==> src/sv/pkn_pkg.sv <==
// Shared constants for the pose keypoint normaliser.
package pkn_pkg;
    localparam int JOINT_COUNT_DEF = 17;
    localparam int SHOULDER_A = 5;
    localparam int SHOULDER_B = 6;
    localparam int HIP_A = 11;
    localparam int HIP_B = 12;
    localparam logic [7:0] SCALE_RESET = 8'd40;
    localparam logic [14:0] Q14_ONE = 15'd16384;
endpackage

==> src/sv/pkn_sqrt.sv <==
// Iterative integer square root, two result bits per cycle.
module pkn_sqrt (
    input  logic        i_clk,
    input  logic        i_rst_n,
    input  logic        i_start,
    input  logic [43:0] i_value,
    output logic        o_busy,
    output logic [21:0] o_root
);
    logic [22:0] r_part;
    logic [43:0] r_val;
    logic [21:0] r_root;
    logic [3:0]  r_cnt;
    logic        r_busy;
    logic [24:0] p1, p2, c1, c2;
    logic [21:0] s1, s2;

    // two digit-recurrence steps per cycle
    always_comb begin
        p1 = {r_part, r_val[43:42]};
        c1 = {1'b0, r_root, 2'b01};
        if (p1 >= c1) begin
            p1 = p1 - c1;
            s1 = {r_root[20:0], 1'b1};
        end else begin
            s1 = {r_root[20:0], 1'b0};
        end
        p2 = {p1[22:0], r_val[41:40]};
        c2 = {1'b0, s1, 2'b01};
        if (p2 >= c2) begin
            p2 = p2 - c2;
            s2 = {s1[20:0], 1'b1};
        end else begin
            s2 = {s1[20:0], 1'b0};
        end
    end

    always_ff @(posedge i_clk) begin
        if (!i_rst_n) begin
            r_busy <= 1'b0;
            r_cnt  <= 4'd0;
        end else if (i_start) begin
            r_busy <= 1'b1;
            r_cnt  <= 4'd0;
            r_part <= '0;
            r_val  <= i_value;
            r_root <= '0;
        end else if (r_busy) begin
            r_part <= p2[22:0];
            r_val  <= {r_val[39:0], 4'd0};
            r_root <= s2;
            r_cnt  <= r_cnt + 4'd1;
            if (r_cnt == 4'd10) r_busy <= 1'b0;
        end
    end
    assign o_busy = r_busy;
    assign o_root = r_root;
endmodule

==> src/sv/pkn_div.sv <==
// Iterative restoring divider, one quotient bit per cycle.
module pkn_div (
    input  logic        i_clk,
    input  logic        i_rst_n,
    input  logic        i_start,
    input  logic [36:0] i_num,
    input  logic [25:0] i_den,
    output logic        o_busy,
    output logic [36:0] o_quo
);
    logic [36:0] r_q;
    logic [25:0] r_r;
    logic [25:0] r_d;
    logic [5:0]  r_cnt;
    logic        r_busy;
    logic [26:0] sh;
    always_comb sh = {r_r, r_q[36]};
    always_ff @(posedge i_clk) begin
        if (!i_rst_n) begin
            r_busy <= 1'b0;
            r_cnt  <= 6'd0;
        end else if (i_start) begin
            r_busy <= 1'b1;
            r_cnt  <= 6'd0;
            r_q <= i_num;
            r_r <= 26'd0;
            r_d <= i_den;
        end else if (r_busy) begin
            if (sh >= {1'b0, r_d}) begin
                r_r <= 26'(sh - {1'b0, r_d});
                r_q <= {r_q[35:0], 1'b1};
            end else begin
                r_r <= sh[25:0];
                r_q <= {r_q[35:0], 1'b0};
            end
            r_cnt <= r_cnt + 6'd1;
            if (r_cnt == 6'd36) r_busy <= 1'b0;
        end
    end
    assign o_busy = r_busy;
    assign o_quo  = r_q;
endmodule

==> src/sv/pose_keypoint_normalizer_top.sv <==
// Pose keypoint normaliser: loads a pose, then emits size-normalised points.
// Steps: a non-final point is stored; the final point starts the torso work (hip and
// shoulder reads, one square root) and a square root per point for the largest extent.
// Output: each point needs two divides, or none when degenerate, and waits until the
// previous result has left; input reopens with the last result.
// Reset: synchronous active low; clears load count, state and scale to 2.5.
module pose_keypoint_normalizer_top #(
    parameter int JOINT_COUNT = pkn_pkg::JOINT_COUNT_DEF
) (
    input  logic               i_clk,
    input  logic               i_rst_n,
    input  logic               i_cfg_we,
    input  logic [7:0]         i_cfg_data,
    input  logic               i_valid,
    output logic               o_stall,
    input  logic [15:0]        i_coord_x,
    input  logic [15:0]        i_coord_y,
    output logic               o_valid,
    input  logic               i_stall,
    output logic signed [15:0] o_norm_x,
    output logic signed [15:0] o_norm_y,
    output logic               o_last_point,
    output logic               o_degenerate
);
    localparam int AW = $clog2(JOINT_COUNT);
    localparam logic [14:0] Q14 = pkn_pkg::Q14_ONE;

    typedef enum logic [9:0] {
        S_LOAD  = 10'b0000000001,
        S_RDA   = 10'b0000000010,
        S_RDB   = 10'b0000000100,
        S_TORSO = 10'b0000001000,
        S_TWAIT = 10'b0000010000,
        S_PRD   = 10'b0000100000,
        S_PSQ   = 10'b0001000000,
        S_PWAIT = 10'b0010000000,
        S_DIV   = 10'b0100000000,
        S_OUT   = 10'b1000000000
    } t_state;

    logic [31:0] r_mem [JOINT_COUNT];
    logic [31:0] r_rd;
    logic [AW-1:0] r_raddr;
    logic [7:0]  r_scale;
    logic [4:0]  r_cnt;
    t_state      r_state;
    logic [AW-1:0] r_j;
    logic [16:0] r_hx, r_hy, r_sx, r_sy;
    logic [1:0]  r_ph;
    logic [28:0] r_size;
    logic        r_dsq;
    logic        r_sel;
    logic        r_ov;
    logic signed [15:0] r_ox, r_oy;
    logic        r_ol, r_odg;
    logic signed [17:0] r_dx, r_dy;

    logic accept;
    assign o_stall = (r_state != S_LOAD);
    assign accept  = i_valid && !o_stall;

    // store and read port
    logic          rd_en;
    logic [AW-1:0] rd_addr;
    always_ff @(posedge i_clk) begin
        if (accept) r_mem[r_cnt[AW-1:0]] <= {i_coord_y, i_coord_x};
        if (rd_en) r_rd <= r_mem[rd_addr];
    end

    logic signed [17:0] tx, ty, cx, cy;
    logic [35:0] sq_x, sq_y;
    logic [43:0] sq_in;
    logic sq_start, sq_busy;
    logic [21:0] root;
    logic dv_start, dv_busy;
    logic [36:0] quo, num;
    logic [17:0] mag;

    always_comb begin
        tx = $signed({1'b0, r_sx}) - $signed({1'b0, r_hx});
        ty = $signed({1'b0, r_sy}) - $signed({1'b0, r_hy});
        cx = $signed({1'b0, r_rd[15:0], 1'b0}) - $signed({1'b0, r_hx});
        cy = $signed({1'b0, r_rd[31:16], 1'b0}) - $signed({1'b0, r_hy});
    end
    logic signed [17:0] vx, vy;
    assign vx = (r_state == S_TORSO) ? tx : cx;
    assign vy = (r_state == S_TORSO) ? ty : cy;
    assign sq_x = 36'($signed(vx) * $signed(vx));
    assign sq_y = 36'($signed(vy) * $signed(vy));
    assign sq_in = {1'b0, ({1'b0, sq_x[33:0]} + {1'b0, sq_y[33:0]}), 8'd0};
    assign sq_start = (r_state == S_TORSO) || (r_state == S_PSQ);

    pkn_sqrt u_sqrt (
        .i_clk(i_clk), .i_rst_n(i_rst_n), .i_start(sq_start),
        .i_value(sq_in), .o_busy(sq_busy), .o_root(root)
    );

    assign mag = r_sel ? (r_dy[17] ? 18'(-r_dy) : 18'(r_dy))
                       : (r_dx[17] ? 18'(-r_dx) : 18'(r_dx));
    assign num = {1'b0, mag, 18'd0} + {9'd0, r_size[28:1]};
    pkn_div u_div (
        .i_clk(i_clk), .i_rst_n(i_rst_n), .i_start(dv_start),
        .i_num(num), .i_den(r_size[25:0]), .o_busy(dv_busy), .o_quo(quo)
    );

    logic [29:0] tscaled;
    assign tscaled = 30'(root) * 30'(r_scale);
    logic [14:0] qsat;
    assign qsat = (quo > 37'(Q14)) ? Q14 : quo[14:0];
    logic signed [15:0] qs;
    assign qs = (r_sel ? r_dy[17] : r_dx[17]) ? -$signed({1'b0, qsat})
                                              : $signed({1'b0, qsat});

    always_comb begin
        rd_en = 1'b0; rd_addr = r_raddr; dv_start = 1'b0;
        unique case (r_state)
            S_LOAD:  begin rd_en = accept; rd_addr = AW'(pkn_pkg::HIP_A); end
            S_RDA:   begin rd_en = 1'b1; rd_addr = r_raddr; end
            S_RDB:   ;
            S_TORSO: ;
            S_TWAIT: ;
            S_PRD:   begin rd_en = 1'b1; rd_addr = r_j; end
            S_PSQ:   ;
            S_PWAIT: ;
            S_DIV:   begin
                rd_en = (r_ph == 2'd0);
                rd_addr = r_j;
                dv_start = (r_ph == 2'd2) && !dv_busy && !r_dsq && !r_ov
                           && (r_size != 29'd0);
            end
            S_OUT:   ;
            default: ;
        endcase
    end

    always_ff @(posedge i_clk) begin
        if (!i_rst_n) begin
            r_state <= S_LOAD;
            r_cnt <= 5'd0;
            r_scale <= pkn_pkg::SCALE_RESET;
            r_ov <= 1'b0;
            r_ph <= 2'd0;
            r_dsq <= 1'b0;
            r_sel <= 1'b0;
            r_j <= '0;
            r_ox <= '0;
            r_oy <= '0;
            r_ol <= 1'b0;
            r_odg <= 1'b0;
        end else begin
            if (i_cfg_we) r_scale <= i_cfg_data;
            if (r_ov && !i_stall) r_ov <= 1'b0;
            unique case (r_state)
                S_LOAD: if (accept) begin
                    if (r_cnt == 5'(JOINT_COUNT - 1)) begin
                        r_cnt <= 5'd0;
                        r_state <= S_RDA;
                        r_ph <= 2'd0;
                        r_raddr <= AW'(pkn_pkg::HIP_B);
                    end else r_cnt <= r_cnt + 5'd1;
                end
                // gather hip and shoulder sums over four reads
                S_RDA: begin
                    r_ph <= r_ph + 2'd1;
                    unique case (r_ph)
                        2'd0: begin r_hx <= {1'b0, r_rd[15:0]}; r_hy <= {1'b0, r_rd[31:16]};
                            r_raddr <= AW'(pkn_pkg::SHOULDER_A); end
                        2'd1: begin r_hx <= r_hx + {1'b0, r_rd[15:0]};
                            r_hy <= r_hy + {1'b0, r_rd[31:16]};
                            r_raddr <= AW'(pkn_pkg::SHOULDER_B); end
                        2'd2: begin r_sx <= {1'b0, r_rd[15:0]}; r_sy <= {1'b0, r_rd[31:16]}; end
                        default: begin r_sx <= r_sx + {1'b0, r_rd[15:0]};
                            r_sy <= r_sy + {1'b0, r_rd[31:16]}; r_state <= S_RDB; end
                    endcase
                end
                S_RDB: r_state <= S_TORSO;
                S_TORSO: r_state <= S_TWAIT;
                S_TWAIT: if (!sq_busy) begin
                    r_size <= 29'(tscaled >> 4);
                    r_j <= '0;
                    r_state <= S_PRD;
                end
                S_PRD: r_state <= S_PSQ;
                S_PSQ: r_state <= S_PWAIT;
                S_PWAIT: if (!sq_busy) begin
                    if ({7'd0, root} > r_size) r_size <= {7'd0, root};
                    if (r_j == AW'(JOINT_COUNT - 1)) begin
                        r_j <= '0;
                        r_state <= S_OUT;
                    end else begin
                        r_j <= r_j + AW'(1);
                        r_state <= S_PRD;
                    end
                end
                // re-read point, then two divides (none when degenerate), then emit
                S_OUT: begin
                    r_state <= S_DIV;
                    r_sel <= 1'b0;
                    r_dsq <= 1'b0;
                    r_ph <= 2'd0;
                end
                S_DIV: begin
                    if (r_ph == 2'd0) begin r_ph <= 2'd1; end
                    else if (r_ph == 2'd1) begin
                        r_dx <= cx; r_dy <= cy; r_ph <= 2'd2;
                    end else if (r_size == 29'd0) begin
                        // hold until the previous item has left
                        if (!r_ov) begin
                            r_ox <= '0; r_oy <= '0; r_odg <= 1'b1;
                            r_ol <= (r_j == AW'(JOINT_COUNT - 1));
                            r_ov <= 1'b1;
                            r_ph <= 2'd0;
                            if (r_j == AW'(JOINT_COUNT - 1)) r_state <= S_LOAD;
                            else r_j <= r_j + AW'(1);
                        end
                    end else if (dv_start) begin
                        r_dsq <= 1'b1;
                    end else if (r_dsq && !dv_busy) begin
                        r_dsq <= 1'b0;
                        if (!r_sel) begin r_ox <= qs; r_sel <= 1'b1; end
                        else begin
                            r_oy <= qs; r_odg <= 1'b0; r_sel <= 1'b0;
                            r_ol <= (r_j == AW'(JOINT_COUNT - 1));
                            r_ov <= 1'b1; r_ph <= 2'd0;
                            if (r_j == AW'(JOINT_COUNT - 1)) r_state <= S_LOAD;
                            else r_j <= r_j + AW'(1);
                        end
                    end
                end
                default: r_state <= S_LOAD;
            endcase
        end
    end

    assign o_valid = r_ov;
    assign o_norm_x = r_ox;
    assign o_norm_y = r_oy;
    assign o_last_point = r_ol;
    assign o_degenerate = r_odg;
endmodule

==> config.mk <==
export PLATFORM = sky130hd
export DESIGN_NAME = pose_keypoint_normalizer_top
export DESIGN_NICKNAME = d
export VERILOG_FILES = /design/src/sv/pkn_pkg.sv /design/src/sv/pkn_sqrt.sv /design/src/sv/pkn_div.sv /design/src/sv/pose_keypoint_normalizer_top.sv
export SDC_FILE = /design/constraint.sdc
export NUM_CORES = 2
export LEC_CHECK = 0
export BUFFER_PORTS_ARGS = -buffer_cell sky130_fd_sc_hd__buf_2
export CAP_MARGIN = 15
export CORE_UTILIZATION = 60
export CTS_BUF_LIST = sky130_fd_sc_hd__clkbuf_4 sky130_fd_sc_hd__clkbuf_8 sky130_fd_sc_hd__clkbuf_16
export DETAILED_ROUTE_END_ITERATION = 16
export PLACE_DENSITY = 0.76
export SLEW_MARGIN = 10
export SYNTH_ARGS = -nofsm -noshare
export SYNTH_HDL_FRONTEND = slang
export SYNTH_HIERARCHICAL = 1
export SYNTH_SLANG_ARGS = --single-unit
==> constraint.sdc <==
create_clock -name i_clk -period 14.31 [get_ports i_clk]
set_clock_uncertainty 0.1 [all_clocks]
set_input_delay 3.5775 -clock i_clk [delete_from_list [all_inputs] [get_ports i_clk]]
set_output_delay 3.5775 -clock i_clk [all_outputs]
set_load 0.005 [all_outputs]
## Word level (Yosys, flattened, before mapping)

Memory sizes are Yosys's and may differ from the RTL's. A register that Yosys moved wholly into a read port is not among the register bits.
Cells that the tools add are included.
W data, S select, Z words.

- Flip-flop bits (word level): 391
- Logic and storage cells: 277
- Memories: 1
- Memory bits (writable): 544

Memories:

| memory | depth | width | read ports | clocked after Yosys merged registers in | write ports | line | text |
|---|---|---|---|---|---|---|---|
| r_mem | 17 | 32 | 1 | 1 | 1 | pose_keypoint_normalizer_top.sv:41 | `logic [31:0] r_mem [JOINT_COUNT];` |

- Multiply operators: 3
- Reductions and logical operators: 48
- $add $sub $neg: 21
- Bitwise gates (word level): 4
- Equality and inequality tests: 41
- Order comparisons: 5
- Muxes and demuxes: 123

Operators with widths:

| cell | count |
|---|---|
| $mux W16 | 10 |
| $mux W10 | 14 |
| $pmux W17 S2 | 4 |
| $pmux W10 S10 | 1 |
| $mux W18 | 5 |
| $mux W29 | 3 |
| $mux W37 | 2 |
| $sub A17 B17 Y18 | 4 |
| $mux W5 | 14 |
| $mux W23 | 3 |
| $add A17 B16 Y17 | 4 |
| $mul A18 B18 Y34 | 2 |
| $pmux W29 S2 | 1 |
| $mux W26 | 2 |
| $ge A25 B24 Y1 | 2 |
| $sub A23 B23 Y23 | 2 |
| $mux W44 | 1 |
| $mux W1 | 43 |
| $mux W43 | 1 |
| $add A36 B28 Y37 | 1 |
| $gt A37 B15 Y1 const B | 1 |
| $neg A18 Y18 | 2 |
| $add A34 B34 Y35 | 1 |
| $mul A22 B8 Y30 | 1 |
| other kinds (56) | 121 |

## Longest topological paths before layout

- Depth in word-level cells: 11
- Gate-level depth with buffers: 48

## By module

Netlist, hierarchy kept.

By module, submodules not included:

| module | area each (um^2) | cells each | instances | sequential area each (um^2) |
|---|---|---|---|---|
| pose_keypoint_normalizer_top | 65902.0 | 6343 | 1 | 22631.7 |
| pkn_sqrt | 6777.8 | 667 | 1 | 2772.7 |
| pkn_div | 5440.2 | 452 | 1 | 2812.7 |

## Least setup slack after synthesis

Ideal clock, no wire load.

- Kind: register to register
- From: reg r_hy[0]
- To: reg u_sqrt.r_val[41] (data pin)
- Path buffers: 0
- Arrival: 9981 ps
- Path slack: 3969 ps
- Stages on the path, launching flop included: 45
- Period minus slack after synthesis: 10341 ps
- Path through: edfxtp_1 > ha_1 > fa_1 > nor2b_1 > o21ai_0 > a21boi_0 > o21a_1 > a21oi_1 > o21bai_1 > a21oi_1 > xnor2_1 > mux2i_1 > clkinv_1 > nand2_1 > inv_1 > fa_1 > fa_1 > fa_1 > [9 not listed] > nor2b_1 > o21ai_0 > a21oi_1 > a21o_1 > a21oi_1 > xnor2_1 > ha_1 > a21o_1 > a21oi_1 > o21ai_0 > o21bai_1 > o21ai_0 > a21boi_0 > nor3_1 > o21bai_1 > a21oi_1 > xnor2_1 > mux2_2

- Word-level cells in the longest chain between the ends: 5
- Elaborated cells between the ends (all ways): 6
- Classes of those cells: add/sub: 3; mul: 1; mux: 2

Ends and longest elaborated chain:

| what | line | text |
|---|---|---|
| from (decl) | pose_keypoint_normalizer_top.sv:48 | `logic [16:0] r_hx, r_hy, r_sx, r_sy;` |
| from (signal assigned) | pose_keypoint_normalizer_top.sv:166 | `2'd0: begin r_hx <= {1'b0, r_rd[15:0]}; r_hy <= {1'b0, r_rd[31:16]};` |
| from (signal assigned) | pose_keypoint_normalizer_top.sv:169 | `r_hy <= r_hy + {1'b0, r_rd[31:16]};` |
| $sub A17 B17 Y18 (on tied branches) | pose_keypoint_normalizer_top.sv:83, pose_keypoint_normalizer_top.sv:81 |  |
| $mux W18 (*) | pose_keypoint_normalizer_top.sv:87 | `assign vy = (r_state == S_TORSO) ? ty : cy;` |
| $mul A18 B18 Y34 (*) | pose_keypoint_normalizer_top.sv:89 | `assign sq_y = 36'($signed(vy) * $signed(vy));` |
| $add A34 B34 Y35 (*) | pose_keypoint_normalizer_top.sv:90 | `assign sq_in = {1'b0, ({1'b0, sq_x[33:0]} + {1'b0, sq_y[33:0]}), 8'd0};` |
| named net sq_in[41] | pose_keypoint_normalizer_top.sv:72 | `logic [43:0] sq_in;` |
| $mux W43 (*) | pkn_sqrt.sv:42 | `end else if (i_start) begin` |
| to (signal assigned) | pkn_sqrt.sv:46 | `r_val <= i_value;` |
| to (signal assigned) | pkn_sqrt.sv:50 | `r_val <= {r_val[39:0], 4'd0};` |
| to (decl) | pkn_sqrt.sv:11 | `logic [43:0] r_val;` |

The timed path passes the listed nets; every way through them passes the cells marked *.
A chain may end at the register's enable or synchronous reset.

## Worst setup path in the final report

- From: reg r_state[5]
- To: reg u_sqrt.r_val[41] (data pin)

- Word-level cells in the longest chain between the ends: 5
- Elaborated cells between the ends (all ways): 9
- Classes of those cells: add/sub: 1; mul: 2; eq/ne: 2; mux: 3; reduce/logical: 1

Ends and longest elaborated chain:

| what | line | text |
|---|---|---|
| from (decl) | pose_keypoint_normalizer_top.sv:46 | `t_state r_state;` |
| from (signal assigned) | pose_keypoint_normalizer_top.sv:138 | `r_state <= S_LOAD;` |
| from (signal assigned) | pose_keypoint_normalizer_top.sv:157 | `r_state <= S_RDA;` |
| from (signal assigned) | pose_keypoint_normalizer_top.sv:173 | `r_sy <= r_sy + {1'b0, r_rd[31:16]}; r_state <= S_RDB; end` |
| $eq A10 B4 Y1 (*) | pose_keypoint_normalizer_top.sv:86, pose_keypoint_normalizer_top.sv:87 |  |
| $mux W18 (on tied branches) | pose_keypoint_normalizer_top.sv:86, pose_keypoint_normalizer_top.sv:87 |  |
| $mul A18 B18 Y34 (on tied branches) | pose_keypoint_normalizer_top.sv:88, pose_keypoint_normalizer_top.sv:89 |  |
| $add A34 B34 Y35 (*) | pose_keypoint_normalizer_top.sv:90 |  |
| named net sq_in[41] | pose_keypoint_normalizer_top.sv:72 |  |
| $mux W43 (*) | pkn_sqrt.sv:42 |  |

Marked as above.

==> summary.txt <==
STA
  • Post-layout min period: 11.93 ns
  • Setup tns final: 0 ns
  • Fmax: 83.8 MHz
  • Pins over their slew limit: 0
  • Worst-margin pin slew: between 1 and 1.5 ns
  • Final Hold Viols: 0
  • Slew headroom: 0.243
  • # setup viols final: 0
  • Final Cycle Share: 0.834
  • Hold slack: 0.351 ns
  • RSZ-0062 raised after global routing: false

Logic synthesis
  • Synth Cell Area: 0.0781 mm2
  • Xor/xnor cell area share of the yosys netlist: 0.0405
  • Multiplexer share of the synthesized area: 0.0335
  • Synth top cells by count: 1,045 x inv_1, 887 x edfxtp_1, 760 x nand2_1, 697 x fa_1, 530 x ha_1
  • Synth area leaders: edfxtp_1 34%, fa_1 18%, ha_1 8.5%
  • Avg Inst Size Synth: 10.5 um2
  • Largest family of logic cells by synthesized area: adder cells
  • Synthesized flop and latch total: 966
  • Post-synthesis sequential area ratio: 0.361
  • Post-Synthesis Cells: 7,462
  • Ys async rst share: 0
  • Yosys top cell area share: 0.341
  • Yosys cell types: 108
  • Yosys warnings: 6
  • Compound-Gate Fraction of Synth Area: 0.117
  • Primary FF master, synth: edfxtp_1
  • Largest area contributor in the netlist: edfxtp_1
  • Synth Area in Simple Gates: 0.116
  • Top-count cell post-synth: inv_1
  • Synth Area in Adders: 0.264
  • Post-synth EDFFs: 887

Worst setup path
  • FF-to-FF Start: r_state[5]$_SDFFE_PN0P_
  • Worst Setup EP: u_sqrt/r_val[41]$_DFFE_PP_
  • Worst setup path category: reg -> reg
  • Worst R2R Path Depth: 39
  • Crit path max-delay cell type: clkinv_1
  • Critical Path Source Type: flop
  • Maximum fanout along the worst path: 21
  • CP endpoint kind: flop
  • Worst path arrival time: about 12 ns
  • Worst path max stage delay: between 0.7 and 0.8 ns
  • R2R Path End: u_sqrt/r_val[41]$_DFFE_PP_
  • Worst Setup SP: r_state[5]$_SDFFE_PN0P_
  • Crit path top cell by count: inv_1
  • Worst Path Required: 14.68 ns
  • Reg2reg setup slack: ~2.4 ns

Detailed routing
  • Routed WL: between 150,000 and 200,000 um
  • Vias: 55,210
  • Routed wl met3: 12,700 um
  • Drt wl/cell: 21.1 um
  • Post-Route M1 WL: 78,800 um
  • DR DRC count: 0
  • DR iter-0 viols: between 4,000 and 5,000
  • Drt via density: 5.96
  • Uppermost layer routed: met5
  • Post-route antenna net violation count: 0
  • Met2 routed WL: 95,800 um
  • Initial DRT Pass Iterations: 7

Floorplan
  • Row cnt: 132
  • Io pins: 81
  • Initial Util: 0.604
  • Core footprint: between 0.1 and 0.15 mm2
  • DIE HEIGHT: 363 um
  • Die area: 0.132 mm2
  • Die span in x: 363 um

Job
  • # Max-Cap Violations: 0

Hold path
  • Hold Crit Class: reg -> reg

Clock tree
  • Post-CTS Setup Inserts: 0
  • Max clock buf depth: 3
  • Root buffer cell: clkbuf_16
  • Num CTS Buffers: 104
  • Hold bufs inserted after CTS: 0
  • H-tree level count: 3
  • Post-cts resize count: 0
  • TritonCTS clock tree: done
  • Worst-path clk slew: 0.06 ns
  • Skew-Pair Late Insertion Delay: 0.79 ns
  • CTS sink cnt: 966

Global route
  • First-pass GRT wire length: 307,000 um
  • Grt ovf: 0
  • Largest net degree at the start of global routing: 82
  • Vias in the first global route: 56,348
  • Initial antenna violation count: 5
  • All-layer global routing usage: 0.299

Final layout
  • Final nets: 8,709
  • Layout cells sized above 1: 0.0761
  • Final instance area: roughly 0.084 mm2
  • # fillers: 9,903
  • Syn-to-layout area delta: 7.38%

Placement
  • IO Port Bufs: 80
  • HPWL Detailed: about 140,000 um
  • Final RePlAce weighted congestion: 0.953
  • Placed Area: 0.0801 mm2

Run status
  • Status: finished clean
placed cells by master, fill, tap and decap left out, types with 109 or more instances in the layout:
cell type / n
inv_1: 1044
edfxtp_1: 887
nand2_1: 759
fa_1: 697
ha_1: 528
nor2_1: 458
a21oi_1: 313
a211oi_1: 287
xnor2_1: 228
and2_1: 202
o21ai_0: 199
mux2i_1: 136
xor2_1: 131
mux2_2: 109
logic make-up after synthesis:
kind of cell,count (synthesis)
mux,247
simple gates,1946
xor+xnor,360
compound gates,1350
buf+inv,1365
flops,966
other cells,1
fa+ha+maj,1227
registers in the layout, summed over array words and instances, names as in the netlist, 6 cells and up:
name,flops
r_dy,18
r_sx,17
u_sqrt/r_val,44
u_sqrt/o_root,22
r_scale,8
o_norm_y,16
u_div/r_r,26
r_dx,18
o_norm_x,16
u_div/r_d,26
r_hx,17
r_mem,544
u_sqrt/r_part,23
r_sy,17
r_state,10
r_hy,17
r_size,26
r_rd,32
u_div/r_cnt,6
u_div/o_quo,37
critical path: cells and delay by family, from the launching register on:
family                   cells  cell delay (ns)
flip-flops                   1             0.37
AND/OR/NAND/NOR              8             2.87
adder cells (fa/ha/maj)      8             3.70
buffers and inverters        9             1.58
AO/OA/AOI/OAI               12             2.69
XOR/XNOR                     1             0.07
multiplexers                 1             0.26
per-layer routing:
metal	up-vias	global-route usage
li1	25395	-
met2	1933	0.510
met4	4	0.123
met3	433	0.0414
met5	-	0
met1	27445	0.384
area by class of cell:
type,count,area (um2),share of cell area
Tap cell,1742,2180,0.0260
Multi-Input combinational cell,5140,44800,0.534
Clock buffer,130,2890,0.0344
Inverter,1067,4010,0.0478
Clock inverter,67,851,0.0101
Antenna cell,1,2.50,0.0000298
Timing Repair Buffer,158,986,0.0118
Sequential cell,966,28200,0.336
worst min path at each step:
stage / startpoint / end / slack [ns] / cells past startpoint
after floorplan: r_size[24]$_SDFFCE_PP0P_ / u_div/r_d[24]$_DFFE_PP_ / 0.35 / 0
after global placement: o_norm_y[9]$_SDFFE_PN0P_ / o_norm_y[9]$_SDFFE_PN0P_ / 0.34 / 2
after detailed placement: o_norm_y[14]$_SDFFE_PN0P_ / o_norm_y[14]$_SDFFE_PN0P_ / 0.34 / 2
after CTS: o_norm_y[14]$_SDFFE_PN0P_ / o_norm_y[14]$_SDFFE_PN0P_ / 0.35 / 2
after global routing: o_norm_y[14]$_SDFFE_PN0P_ / o_norm_y[14]$_SDFFE_PN0P_ / 0.36 / 2
final: o_norm_y[14]$_SDFFE_PN0P_ / o_norm_y[14]$_SDFFE_PN0P_ / 0.35 / 2
stage by stage:
step / setup slack, ns / utilization / cells
2_1_floorplan: 3.97 / - / 7471
3_3_place_gp: 2.92 / 0.620 / 9071
3_5_place_dp: 2.65 / 0.620 / 9073
4_1_cts: 2.61 / 0.649 / 9270
5_1_grt: 1.70 / 0.649 / 9271
6_report: 2.38 / 0.649 / 9271
Power is left out: the tool's default activity adds up to more than one toggle a clock period on the data nets, which glitch-free logic cannot reach.
